<file path="src/hw/rtl/acc_pkg.sv">
// Package: constants, register codes and arithmetic helpers for the checkerboard compositor.
`timescale 1ns / 1ps
`default_nettype none

package acc_pkg;

   localparam int COORD_WIDTH = 16;
   localparam int CHAN_WIDTH  = 8;
   localparam int IN_WIDTH    = 2 * COORD_WIDTH + 4 * CHAN_WIDTH;
   localparam int OUT_WIDTH   = 3 * CHAN_WIDTH;
   localparam int CSR_IDX_WIDTH  = 2;
   localparam int CSR_DATA_WIDTH = 8;

   typedef enum logic [CSR_IDX_WIDTH-1:0] {
      CSR_CHECK_TYPE   = 2'd0,
      CSR_CHECK_SIZE   = 2'd1,
      CSR_OPACITY      = 2'd2,
      CSR_PIXEL_FORMAT = 2'd3
   } csr_index_type;

   typedef enum logic [1:0] {
      SIZE_SMALL  = 2'd0,
      SIZE_MEDIUM = 2'd1,
      SIZE_LARGE  = 2'd2
   } check_size_type;

   localparam logic [2:0] RESET_CHECK_TYPE   = 3'd1;
   localparam logic [1:0] RESET_CHECK_SIZE   = 2'd1;
   localparam logic [7:0] RESET_OPACITY      = 8'd255;
   localparam logic       RESET_PIXEL_FORMAT = 1'b0;
   localparam logic [7:0] FULL_SCALE         = 8'd255;

   function automatic logic [7:0] check_shade(input logic [2:0] ctype, input logic dark);
      logic [7:0] dark_level;
      logic [7:0] light_level;
      case (ctype)
         3'd0: begin
            dark_level  = 8'd204;
            light_level = 8'd255;
         end
         3'd1: begin
            dark_level  = 8'd102;
            light_level = 8'd153;
         end
         3'd2: begin
            dark_level  = 8'd0;
            light_level = 8'd51;
         end
         3'd3: begin
            dark_level  = 8'd255;
            light_level = 8'd255;
         end
         3'd4: begin
            dark_level  = 8'd127;
            light_level = 8'd127;
         end
         default: begin
            dark_level  = 8'd0;
            light_level = 8'd0;
         end
      endcase
      return dark ? dark_level : light_level;
   endfunction

   // exact floor(v / 255) for v up to 65279
   function automatic logic [7:0] div255(input logic [15:0] v);
      logic [16:0] t;
      t = {1'b0, v} + {9'd0, v[15:8]} + 17'd1;
      return t[15:8];
   endfunction

endpackage

`default_nettype wire

</file>
<file path="src/hw/rtl/alpha_checkerboard_composite.sv">
// Top level: four-stage alpha composite of a pixel stream over a checkerboard.
//
//   channel  dir  handshake             payload
//   req      in   req_tvalid/req_tready req_tdata: pixel_x, pixel_y, red, green, blue, alpha
//   rsp      out  rsp_tvalid/rsp_tready rsp_tdata: out_red, out_green, out_blue
//   csr      in   csr_valid/csr_ready   csr_index, csr_data
//
// One beat per cycle while rsp_tready allows; an accepted beat is registered through
// v1_ff, v2_ff, v3_ff and v4_ff in order, and rsp_tvalid is v4_ff.
// Stages: opacity multiply, divide by 255, channel products and sum, divide by 255.
// Each stage holds its beat while the next is full and stalled; stalls drop nothing.
// reset empties the pipeline and restores register defaults; csr_ready stays high.
`timescale 1ns / 1ps
`default_nettype none

module alpha_checkerboard_composite (
   input  wire                                    clock,
   input  wire                                    reset,
   input  wire                                    req_tvalid,
   output logic                                   req_tready,
   // [15:0] pixel_x, [31:16] pixel_y, [39:32] red, [47:40] green,
   // [55:48] blue, [63:56] alpha
   input  wire  [acc_pkg::IN_WIDTH-1:0]           req_tdata,
   output logic                                   rsp_tvalid,
   input  wire                                    rsp_tready,
   // [7:0] out_red, [15:8] out_green, [23:16] out_blue
   output logic [acc_pkg::OUT_WIDTH-1:0]          rsp_tdata,
   input  wire                                    csr_valid,
   output logic                                   csr_ready,
   input  wire  [acc_pkg::CSR_IDX_WIDTH-1:0]      csr_index,
   input  wire  [acc_pkg::CSR_DATA_WIDTH-1:0]     csr_data
);

   localparam int CW = acc_pkg::COORD_WIDTH;

   logic [2:0] check_type_ff;
   logic [1:0] check_size_ff;
   logic [7:0] opacity_ff;
   logic       pixel_format_ff;

   logic [CW-1:0] pixel_x;
   logic [CW-1:0] pixel_y;
   logic [7:0]    red;
   logic [7:0]    green;
   logic [7:0]    blue;
   logic [7:0]    alpha;
   logic          dark;
   logic          rdy1;
   logic          rdy2;
   logic          rdy3;
   logic          rdy4;

   logic        v1_ff, v2_ff, v3_ff, v4_ff;
   logic [15:0] prod1_ff, prod1_in;
   logic [7:0]  shade1_ff, shade1_in;
   logic [7:0]  r1_ff, g1_ff, b1_ff, g1_in, b1_in;
   logic [7:0]  ea2_ff;
   logic [7:0]  shade2_ff;
   logic [7:0]  r2_ff, g2_ff, b2_ff;
   logic [15:0] sr3_ff, sg3_ff, sb3_ff, sr3_in, sg3_in, sb3_in;
   logic [15:0] bg_prod;
   logic [7:0]  or4_ff, og4_ff, ob4_ff;

   assign pixel_x = req_tdata[CW-1:0];
   assign pixel_y = req_tdata[2*CW-1:CW];
   assign red     = req_tdata[2*CW+7:2*CW];
   assign green   = req_tdata[2*CW+15:2*CW+8];
   assign blue    = req_tdata[2*CW+23:2*CW+16];
   assign alpha   = req_tdata[2*CW+31:2*CW+24];

   assign csr_ready = 1'b1;

   always_ff @(posedge clock) begin
      if (reset) begin
         check_type_ff   <= acc_pkg::RESET_CHECK_TYPE;
         check_size_ff   <= acc_pkg::RESET_CHECK_SIZE;
         opacity_ff      <= acc_pkg::RESET_OPACITY;
         pixel_format_ff <= acc_pkg::RESET_PIXEL_FORMAT;
      end else if (csr_valid) begin
         case (acc_pkg::csr_index_type'(csr_index))
            acc_pkg::CSR_CHECK_TYPE:   check_type_ff   <= csr_data[2:0];
            acc_pkg::CSR_CHECK_SIZE:   check_size_ff   <= csr_data[1:0];
            acc_pkg::CSR_OPACITY:      opacity_ff      <= csr_data;
            acc_pkg::CSR_PIXEL_FORMAT: pixel_format_ff <= csr_data[0];
            default: ;
         endcase
      end
   end

   assign rdy4       = !v4_ff || rsp_tready;
   assign rdy3       = !v3_ff || rdy4;
   assign rdy2       = !v2_ff || rdy3;
   assign rdy1       = !v1_ff || rdy2;
   assign req_tready = rdy1;

   always_comb begin
      case (acc_pkg::check_size_type'(check_size_ff))
         acc_pkg::SIZE_SMALL:  dark = pixel_x[2] ^ pixel_y[2];
         acc_pkg::SIZE_MEDIUM: dark = pixel_x[3] ^ pixel_y[3];
         default:              dark = pixel_x[4] ^ pixel_y[4];
      endcase
      shade1_in = acc_pkg::check_shade(check_type_ff, dark);
      prod1_in  = {8'd0, opacity_ff} * {8'd0, alpha};
      g1_in     = pixel_format_ff ? red : green;
      b1_in     = pixel_format_ff ? red : blue;
   end

   always_comb begin
      bg_prod = {8'd0, shade2_ff} * {8'd0, acc_pkg::FULL_SCALE - ea2_ff};
      sr3_in  = 16'(({8'd0, r2_ff} * {8'd0, ea2_ff}) + bg_prod);
      sg3_in  = 16'(({8'd0, g2_ff} * {8'd0, ea2_ff}) + bg_prod);
      sb3_in  = 16'(({8'd0, b2_ff} * {8'd0, ea2_ff}) + bg_prod);
   end

   always_ff @(posedge clock) begin
      if (reset) begin
         v1_ff <= 1'b0;
         v2_ff <= 1'b0;
         v3_ff <= 1'b0;
         v4_ff <= 1'b0;
      end else begin
         if (rdy1) v1_ff <= req_tvalid;
         if (rdy2) v2_ff <= v1_ff;
         if (rdy3) v3_ff <= v2_ff;
         if (rdy4) v4_ff <= v3_ff;
      end
   end

   always_ff @(posedge clock) begin
      if (rdy1) begin
         prod1_ff  <= prod1_in;
         shade1_ff <= shade1_in;
         r1_ff     <= red;
         g1_ff     <= g1_in;
         b1_ff     <= b1_in;
      end
      if (rdy2) begin
         ea2_ff    <= acc_pkg::div255(prod1_ff);
         shade2_ff <= shade1_ff;
         r2_ff     <= r1_ff;
         g2_ff     <= g1_ff;
         b2_ff     <= b1_ff;
      end
      if (rdy3) begin
         sr3_ff <= sr3_in;
         sg3_ff <= sg3_in;
         sb3_ff <= sb3_in;
      end
      if (rdy4) begin
         or4_ff <= acc_pkg::div255(sr3_ff);
         og4_ff <= acc_pkg::div255(sg3_ff);
         ob4_ff <= acc_pkg::div255(sb3_ff);
      end
   end

   assign rsp_tvalid = v4_ff;
   assign rsp_tdata  = {ob4_ff, og4_ff, or4_ff};

endmodule

`default_nettype wire

</file>
<file path="config.mk">
export PLATFORM = sky130hd
export DESIGN_NAME = alpha_checkerboard_composite
export DESIGN_NICKNAME = d
export VERILOG_FILES = /design/src/hw/rtl/acc_pkg.sv /design/src/hw/rtl/alpha_checkerboard_composite.sv
export SDC_FILE = /design/constraint.sdc
export NUM_CORES = 1
export LEC_CHECK = 0
export ABC_AREA = 1
export BUFFER_PORTS_ARGS = -buffer_cell sky130_fd_sc_hd__buf_2
export CAP_MARGIN = 40
export CORE_MARGIN = 2
export CORE_UTILIZATION = 30
export DETAILED_ROUTE_END_ITERATION = 12
export PLACE_DENSITY_LB_ADDON = 0.2
export SLEW_MARGIN = 20
export SYNTH_ARGS = -nofsm -noshare
export SYNTH_HDL_FRONTEND = slang
export SYNTH_SLANG_ARGS = --single-unit
</file>
<file path="constraint.sdc">
create_clock -name clock -period 7.3 [get_ports clock]
set_input_delay 1.095 -clock clock [delete_from_list [all_inputs] [get_ports clock]]
set_output_delay 1.095 -clock clock [all_outputs]
set_load 0.05 [all_outputs]
</file>
==> impl_results.md, run 1 <==
- Root Driver: clkbuf_16
- Setup-failing EPs final: 0
- EDFF count, synth: 154
- Worst Reg-to-Reg Cells: 28
- Worst EP required: 7.53 ns
- Primary FF master, synth: edfxtp_1
- Die area: 65,400 um^2
- Buffers on Ports: 78
- Post-layout util: 33.7%
- Iter 0 DRT Violations: 607
- Outcome: finished clean
- Worst Skew: 0.0122 ns
- Clock slew at reported path FFs: 0.07 ns
- Core Region: 62,900 um^2
- First-pass iteration count of the detailed router: 5
- Final estimated routing congestion in global placement: 0.872
- Synth Instances: 2,244
- Crit. End Element: flop
- Initial antenna violation count: 1
- Deepest clock path buffer count: 2
- Routed len/inst: 13.9 um
- Area Overhead vs Synth: 11.3%
- Final period util: 95.9%
- CTS tree: built
- Final WL: 44,100 um
- Worst skew pair latency: 0.49 ns
- Synth Register Bits: 172
- Cell variety after synth: 45
- CP peak stage delay: 0.55 ns
- TritonCTS Sinks: 172
- Total number of vias: 13,800
- Die X: 256 um
- HP Class: reg2reg
- Slowest CP cell: fa_1
- Vias in the first global route: 14,400
- Setup CP Type: reg2reg
- Die Y: 256 um
- Mean post-synth cell area: 8.48 um^2
- Critical R2R Capture: sg3_ff[14]
- Post-Synthesis Cell Area: 19,000 um^2
- Worst EP arrival: 7.23 ns
- Hpwl dp: 36,700 um
- Antenna diodes: 0
- Worst relative slew slack: 55.3%
- CP startpoint: ea2_ff[2]
- CTS H-tree lvls: 4
- Worst-Margin Slew: 0.670 ns
- Global Route Usage Sum: 14.1%
- Share of cells above drive strength 1: 8.76%
- Crit start category: flop
- Post-cts hold buffer count: 0
- R2r startpoint: ea2_ff[2]
- Cell mode on critical path: fa_1
- Fin Hold WS: 0.418 ns
- Flop-to-flop setup slack: 0.30 ns
- Grt ovf: 0
- Rows: 92
- Number of nets in the layout: 2,813
- Max-slew violations: 0
- CTS Buf Count: 17
- Asr flop ratio synth: 0%
- Pin count of the biggest net entering global routing: 50
- First-pass GRT wire length: 73,200 um
- Fin. Hold Viols: 0
- DP Worst Slack: 0.00845 ns
- Number of remaining DRC errors: 0
- Final ANT Viol Nets: 0
- FMAX: 143 MHz
- CP max FO: 6
- Tmin final: 7.00 ns
- I/O Pins: 106
- Max-cap violations: 0
- Ys Warns: 0
- Crit path setup slack, layout: 0.301 ns
- Critical Path End: sg3_ff[14]
- Detailed-route vias per instance: 4.35
- Post-synthesis sequential area ratio: 26.2%
- Starting density of the core: 30.3%
[cells in the mapped netlist, types with 2 or more instances]
library cell / n / area (um^2)
nand3_2: 2 / 20.0
a31oi_2: 3 / 37.5
a31oi_1: 8 / 50.1
o21bai_1: 5 / 37.5
o21ai_2: 3 / 26.3
nor2_2: 5 / 31.3
a211oi_1: 2 / 15.0
nand4_1: 15 / 93.8
nand2_1: 535 / 2010
conb_1: 2 / 7.51
inv_2: 6 / 22.5
nand3b_1: 7 / 52.6
a21o_1: 9 / 67.6
nor3_1: 13 / 65.1
a21oi_2: 6 / 52.6
nand3_1: 74 / 370
fa_1: 220 / 4400
ha_1: 199 / 2490
o21ai_1: 15 / 75.1
inv_1: 577 / 2170
buf_1: 20 / 75.1
or2_2: 3 / 18.8
dfxtp_1: 18 / 360
o21ai_0: 22 / 110
nor2_1: 114 / 428
a21oi_1: 74 / 370
clkbuf_1: 32 / 120
nand2_2: 3 / 18.8
clkbuf_2: 14 / 70.1
edfxtp_1: 154 / 4620
xor2_1: 42 / 368
xnor2_1: 29 / 254
[sequential cells by signal (all words and copies together) (netlist names), 16 cells and up]
| name | count |
|---|---|
| sr3_ff | 16 |
| sb3_ff | 16 |
| sg3_ff | 16 |
| prod1_ff | 16 |
[critical path: cells and delay by family, from the launching register on]
| family | cells | cell delay [ns] |
|---|---|---|
| AND/OR/NAND/NOR | 5 | 0.38 |
| buffers and inverters | 9 | 0.74 |
| AO/OA/AOI/OAI | 2 | 0.37 |
| flip-flops | 1 | 0.43 |
| adder cells (fa/ha/maj) | 10 | 4.55 |
| XOR/XNOR | 2 | 0.30 |
[worst min path at each step]
stage | endpoint | start | slack [ns] | depth (start not counted)
finish | g2_ff[2] | g1_ff[2] | 0.42 | 0
global route | shade2_ff[3] | shade1_ff[3] | 0.43 | 0
CTS | g2_ff[2] | g1_ff[2] | 0.42 | 0
detailed placement | g2_ff[2] | g1_ff[2] | 0.40 | 0
global placement | g2_ff[7] | g1_ff[7] | 0.41 | 0
floorplan | b2_ff[0] | b1_ff[0] | 0.40 | 0
[repair_timing]
action,4_1_cts,5_1_grt
endpoints found under the setup margin,1,16
gates cloned,0,0
setup buffers,0,3
resized for setup,1,24
pin swaps,0,1
hold endpoints to repair,0,0
[cells by family after synthesis]
family	after synthesis	synth area share (%)
simple gates	776	16.6
buf+inv	652	13.0
fa+ha+maj	419	36.2
flops	172	26.2
compound gates	152	4.69
xor+xnor	71	3.27
other cells	2	0.0395
[metrics by stage]
stage               area [um^2]  cells  TNS [ns]
global placement          20500   3139         0
finish                    21200   3174         0
floorplan                 19000   2246         0
CTS                       21100   3171         0
global route              21200   3174  -0.00283
detailed placement        20500   3139         0
[final cells by class]
type	count	area, um^2
Fill cell	6631	41700
Multi-Input combinational cell	1422	11700
Sequential cell	172	4980
Inverter	584	2190
Tap cell	846	1060
Timing Repair Buffer	118	702
Clock buffer	18	429
Clock inverter	14	151
[layout by cell type (no fill, tap or decap), types with 17 or more instances in the layout]
master | synthesis | routed
inv_1 | 577 | 573
nand2_1 | 535 | 534
fa_1 | 220 | 220
ha_1 | 199 | 198
edfxtp_1 | 154 | 154
nor2_1 | 114 | 110
buf_2 | 1 | 78
nand3_1 | 74 | 74
a21oi_1 | 74 | 67
xor2_1 | 42 | 40
buf_4 | 1 | 37
xnor2_1 | 29 | 27
o21ai_0 | 22 | 22
dfxtp_1 | 18 | 18
clkbuf_16 | 0 | 17
[metal layers]
layer	wire length (um)	GRT usage [%]	vias to the layer above
met5	0	0	-
met4	881	4.65	0
met3	1200	2.14	44
met2	21000	24.0	187
met1	21000	18.4	6664
li1	-	-	6911
Power of run 1 is left out: the tool's default activity adds up to more than one toggle a clock period on the data nets, which glitch-free logic cannot reach.
==> run 2: changes to the inputs <==
--- a/config.mk
+++ b/config.mk
@@ -8,9 +8,11 @@
 export ABC_AREA = 1
 export BUFFER_PORTS_ARGS = -buffer_cell sky130_fd_sc_hd__buf_2
 export CAP_MARGIN = 40
+export CORE_ASPECT_RATIO = 0.5
 export CORE_MARGIN = 2
 export CORE_UTILIZATION = 30
 export DETAILED_ROUTE_END_ITERATION = 12
+export GPL_ROUTABILITY_DRIVEN = 0
 export PLACE_DENSITY_LB_ADDON = 0.2
 export SLEW_MARGIN = 20
 export SYNTH_ARGS = -nofsm -noshare
==> run 2 against run 1 <==
  * First-iteration DRC count down 4.3%
  * Critical path depth down 2
  * Register-to-register slack better by 0.03 ns
  * Die area up 0.19%
  * Final area up 0.11%
  * Routed wire length down 2.6%
  * Core utilization about the same
  * Worst setup slack better by 0.033 ns
  * Clock skew up 0.0054 ns
  * Maximum frequency up 0.47%
  * Global-route usage down 0.21 points
  * Cell count down 0.44%
==> impl_results.md, run 2 (synthesis results as in run 1) <==
- Vias in the first global route: 13,700 (-4.6%)
- Fin Hold WS: 0.419 ns (+0.00149 ns)
- Grt met1 use: 18.9% (+0.47 points)
- Crit. End Element: flop
- Die X: 360 um (+41%)
- Fillers: 6,635 (+0.060%)
- Worst Skew: 0.0176 ns (+0.00538 ns)
- Routed len/inst: 13.6 um (-2.1%)
- Fin. Hold Viols: 0 (unchanged)
- Most common cell after layout, fill and taps aside: inv_1
- RSZ-0062 raised after global routing: true
- Number of remaining DRC errors: 0 (unchanged)
- Worst EP required: 7.53 ns (about the same)
- GR Util met3: 2.43% (+0.29 points)
- Post-cts hold buffer count: 0 (unchanged)
- Initial antenna violation count: 0 (-1)
- Max-cap violations: 0 (unchanged)
- Gr busiest metal: met2
- R2r startpoint: shade2_ff[5]
- I/O Pins: 106 (unchanged)
- Total number of vias: 13,400 (-2.8%)
- Setup-failing EPs final: 0 (unchanged)
- CTS tree: built
- FMAX: 144 MHz (+0.47%)
- Die area: 65,500 um^2 (+0.19%)
- Iter 0 DRT Violations: 581 (-4.3%)
- CTS Buf Count: 17 (unchanged)
- HP Class: reg2reg
- Area Overhead vs Synth: 11.5%
- Max-slew violations: 0 (unchanged)
- Deepest clock path buffer count: 2 (unchanged)
- Met2 GRT Util: 23.3% (-0.74 points)
- TritonCTS Sinks: 172 (unchanged)
- Rows: 65 (-29%)
- CP max FO: 6 (unchanged)
- Hpwl dp: 35,700 um (-2.6%)
- Grt ovf: 0 (unchanged)
- Die Y: 182 um (-29%)
- First-pass GRT wire length: 71,900 um (-1.8%)
- Core Region: 62,900 um^2 (about the same)
- Buffers on Ports: 78 (unchanged)
- Worst-Margin Slew: 0.710 ns (+0.0399 ns)
- Most frequent cells in the layout: inv_1 (571), nand2_1 (534), fa_1 (220), ha_1 (191), edfxtp_1 (154)
- Clock slew at reported path FFs: 0.07 ns (about the same)
- Tmin final: 6.97 ns (-0.0330 ns)
- Starting density of the core: 30.3% (about the same)
- Share of cells above drive strength 1: 9.21% (+0.45 points)
- Detailed-route vias per instance: 4.25 (-2.3%)
- Number of nets in the layout: 2,808 (-0.18%)
- Worst EP arrival: 7.19 ns (-0.04 ns)
- CP startpoint: shade2_ff[5]
- Crit start category: flop
- CTS H-tree lvls: 4 (unchanged)
- First-pass iteration count of the detailed router: 5 (unchanged)
- Outcome: finished clean
- Worst skew pair latency: 0.48 ns (about the same)
- Root Driver: clkbuf_16
- Worst relative slew slack: 52.7% (-2.7 points)
- Final ANT Viol Nets: 0 (unchanged)
- Final period util: 95.4% (-0.45 points)
- Antenna diodes: 0 (unchanged)
- Worst Min Path Start: b1_ff[3]
- Pin count of the biggest net entering global routing: 51 (+2.0%)
- Final WL: 43,000 um (-2.6%)
- Setup CP Type: reg2reg
- Global Route Usage Sum: 13.9% (-0.21 points)
## run 2: metal layers
layer	part of all wire [%]	wire (um)
met4	1.0	428
met3	3.3	1430
met1	49	21100
met2	47	20000
met5	0	0
## run 2: worst paths after layout
path | end | slack, ns | cells after the start
setup / recovery | sb3_ff[12] | 0.33 | 26
hold / removal | b2_ff[3] | 0.42 | 0
setup reg to reg | sb3_ff[12] | 0.33 | 26
hold reg to reg | b2_ff[3] | 0.42 | 0
## run 2: layout make-up
class                           instances  area, um^2  area share (%)
Clock buffer                           20         467            2.20
Inverter                              584        2200            10.4
Tap cell                              837        1050            4.94
Clock inverter                         12         138           0.649
Multi-Input combinational cell       1422       11700            55.3
Sequential cell                       172        4980            23.5
Timing Repair Buffer                  113         653            3.08
## run 2: worst max-delay path, stage by stage (launching register included)
cell and delay (ns):
edfxtp_1 0.37, clkinvlp_4 0.18, or2_2 0.32, fa_1 0.49, fa_1 0.50, inv_1 0.05, fa_1 0.48, inv_1 0.06
fa_1 0.47, inv_1 0.06, ha_4 0.29, xnor2_1 0.11, buf_4 0.17, fa_1 0.44, fa_1 0.52, inv_1 0.05
fa_1 0.55, inv_1 0.06, fa_1 0.48, inv_1 0.04, ha_2 0.38, nand2_1 0.11, nor2_2 0.15, a21oi_2 0.09
nor2_1 0.10, nor2_1 0.05, xor2_1 0.13
## run 2: repair_timing
| item | in CTS | in global routing |
|---|---|---|
| setup buffers | 0 | 4 |
| setup endpoints to repair | 0 | 22 |
| gates resized for setup | 0 | 37 |
## run 2: stage by stage
stage                     instance area, um^2  util (%)  setup TNS (ns)  worst slack [ns]  std cells
after floorplan                         19000         -               0             0.363       2246
after global placement                  20400      32.5               0             0.111       3124
after detailed placement                20400      32.5               0            0.0712       3124
after CTS                               21000      33.4               0            0.0574       3156
after global routing                    21200      33.7         -0.0477           -0.0269       3160
final                                   21200      33.7               0             0.334       3160
Power of run 2 is left out for the same reason.
==> run 3: changes to the inputs <==
==> constraint.sdc (replaced) <==
create_clock -name clock -period 7.3 [get_ports clock]
set_input_delay 1.46 -clock clock [delete_from_list [all_inputs] [get_ports clock]]
set_output_delay 1.46 -clock clock [all_outputs]
set_load 0.05 [all_outputs]
==> run 3 against run 2 <==
  * Via count is 0.73% higher
  * Critical endpoint is now sr3_ff[13]
  * Final area shrank 0.24%
  * Global-route usage is 0.17 points lower
  * Maximum frequency rose by 0.34%
  * Hold slack is essentially flat
  * Die area unchanged
  * Sequential share of layout area is 0.057 points higher
  * First-iteration DRC count is 10% lower
  * Register-to-register slack improved by 0.02 ns
  * Largest cell class unchanged
  * Routed wire length shrank 0.71%
  * Core utilization fell by 0.082 points
==> impl_results.md, run 3 (synthesis results as in run 1) <==
- Largest delay contributor family on the critical path: adder cells
- Cell mode on critical path: fa_1
- Final WL: 42,700 um (-0.71%)
- Pin count of the biggest net entering global routing: 50 (-2.0%)
- Number of remaining DRC errors: 0 (unchanged)
- Max-slew violations: 0 (unchanged)
- Worst EP arrival: 7.16 ns (-0.03 ns)
- Outcome: finished clean
- FMAX: 144 MHz (+0.34%)
- Crit. End Element: flop
- First-pass iteration count of the detailed router: 5 (unchanged)
- First-pass GRT wire length: 71,000 um (-1.2%)
- I/O Pins: 106 (unchanged)
- Clock slew at reported path FFs: 0.07 ns (about the same)
- CP peak stage delay: 0.51 ns (-0.04 ns)
- Worst relative slew slack: 52.4% (-0.29 points)
- Final period util: 95.1% (-0.32 points)
- TritonCTS Sinks: 172 (unchanged)
- Grt ovf: 0 (unchanged)
- Hpwl dp: 35,600 um (-0.36%)
- Placed Instances: 3,125 (+0.032%)
- CP cell instances: buf_4 > nor2_1 > fa_1 > fa_1 > inv_1 > fa_1 > fa_1 > inv_1 > ha_1 > inv_1 > xor2_2 > fa_1 > fa_1 > fa_1 > fa_1 > inv_1 > ha_1 > a21oi_1 > nand2_1 > a21oi_1 > o21ai_1 > xor2_1
- Buffers on Ports: 78 (unchanged)
- Worst Skew: 0.0127 ns (-0.00481 ns)
- Max-cap violations: 0 (unchanged)
- Number of nets in the layout: 2,807 (-0.036%)
- Non-Filler Instances: 3,159 (-0.032%)
- Placed Area: 20,400 um^2 (about the same)
- Crit start category: flop
- Fin. Hold Viols: 0 (unchanged)
- CTS Buf Count: 17 (unchanged)
- CP max FO: 5 (-1)
- Share of cells above drive strength 1: 8.74% (-0.47 points)
- Worst skew pair latency: 0.47 ns (about the same)
- Tmin final: 6.94 ns (-0.0237 ns)
- Starting density of the core: 30.3% (unchanged)
- Most frequent cells in the layout: inv_1 (571), nand2_1 (534), fa_1 (220), ha_1 (193), edfxtp_1 (154)
- Vias in the first global route: 13,800 (+0.66%)
- Buffers & Inverters on Critical Path: 5 (-3)
- Setup-failing EPs final: 0 (unchanged)
- Iter 0 DRT Violations: 522 (-10%)
- Final ANT Viol Nets: 0 (unchanged)
- Core Region: 62,900 um^2 (unchanged)
- CTS tree: built
- Antenna diodes: 0 (unchanged)
- Fin area: 21,100 um^2 (-0.24%)
- Global Route Usage Sum: 13.8% (-0.17 points)
- Routed len/inst: 13.5 um (-0.68%)
- Worst-Margin Slew: 0.714 ns (+0.00432 ns)
- HP Class: reg2reg
- Deepest clock path buffer count: 2 (unchanged)
- Root Driver: clkbuf_16
- Area Overhead vs Synth: 11.2%
- Detailed-route vias per instance: 4.28 (+0.76%)
- Post-cts hold buffer count: 0 (unchanged)
- Slowest CP cell: fa_1
- Total number of vias: 13,500 (+0.73%)
- Rows: 65 (unchanged)
- Worst EP required: 7.52 ns (about the same)
- Die Y: 182 um (unchanged)
- Fillers: 6,595 (-0.60%)
- Most common cell after layout, fill and taps aside: inv_1
- Setup CP Type: reg2reg
- CTS H-tree lvls: 4 (unchanged)
- Initial antenna violation count: 0 (unchanged)
- Die X: 360 um (unchanged)
- Die area: 65,500 um^2 (unchanged)
## run 3: layout make-up
class / count / area (um^2) / share of cell area, %
clock buffers: 21 / 460 / 2.18
repair buffers: 112 / 649 / 3.07
inverters: 584 / 2190 / 10.4
well taps: 837 / 1050 / 4.95
multi-input cells: 1422 / 11700 / 55.3
flip-flops and latches: 172 / 4980 / 23.6
clock inverters: 11 / 128 / 0.604
## run 3: metrics by stage
stage               setup slack [ns]  hold WS, ns  TNS [ns]  utilization [%]
floorplan                      0.363        0.400         0                -
global placement              0.0891        0.403         0             32.5
detailed placement            0.0614        0.405         0             32.5
CTS                           0.0462        0.420         0             33.4
global route                 -0.0108        0.426   -0.0108             33.6
finish                         0.357        0.419         0             33.6
## run 3: what timing repair did
action,CTS,global route
gates resized for setup,0,29
buffers inserted,0,2
endpoints found under the setup margin,0,21
endpoints found under the hold margin,0,0
## run 3: worst reg2reg max path, cell delays in order (launching register included)
cell and delay [ns]:
edfxtp_1 0.45, buf_4 0.17, nor2_1 0.06, fa_1 0.44, fa_1 0.49, inv_1 0.05, fa_1 0.49, fa_1 0.49
inv_1 0.04, ha_1 0.32, inv_1 0.14, xor2_2 0.38, fa_1 0.50, fa_1 0.51, fa_1 0.50, fa_1 0.48
inv_1 0.04, ha_1 0.33, a21oi_1 0.16, nand2_1 0.15, a21oi_1 0.26, o21ai_1 0.10, xor2_1 0.14
## run 3: worst paths after layout
| kind | from | endpoint | slack (ns) | cells after the start |
|---|---|---|---|---|
| setup / recovery | ea2_ff[2] | sr3_ff[13] | 0.36 | 22 |
| hold / removal | g1_ff[5] | g2_ff[5] | 0.42 | 0 |
| setup reg to reg | ea2_ff[2] | sr3_ff[13] | 0.36 | 22 |
| hold reg to reg | g1_ff[5] | g2_ff[5] | 0.42 | 0 |
## run 3: layer usage
metal	vias to the layer above	share of wire (%)	GRT usage, %
met1	6437	50	18.8
met3	25	3.1	2.34
met2	154	46	22.7
met5	-	0	0
li1	6905	-	-
met4	0	1.4	3.26
Power of run 3 is left out for the same reason.
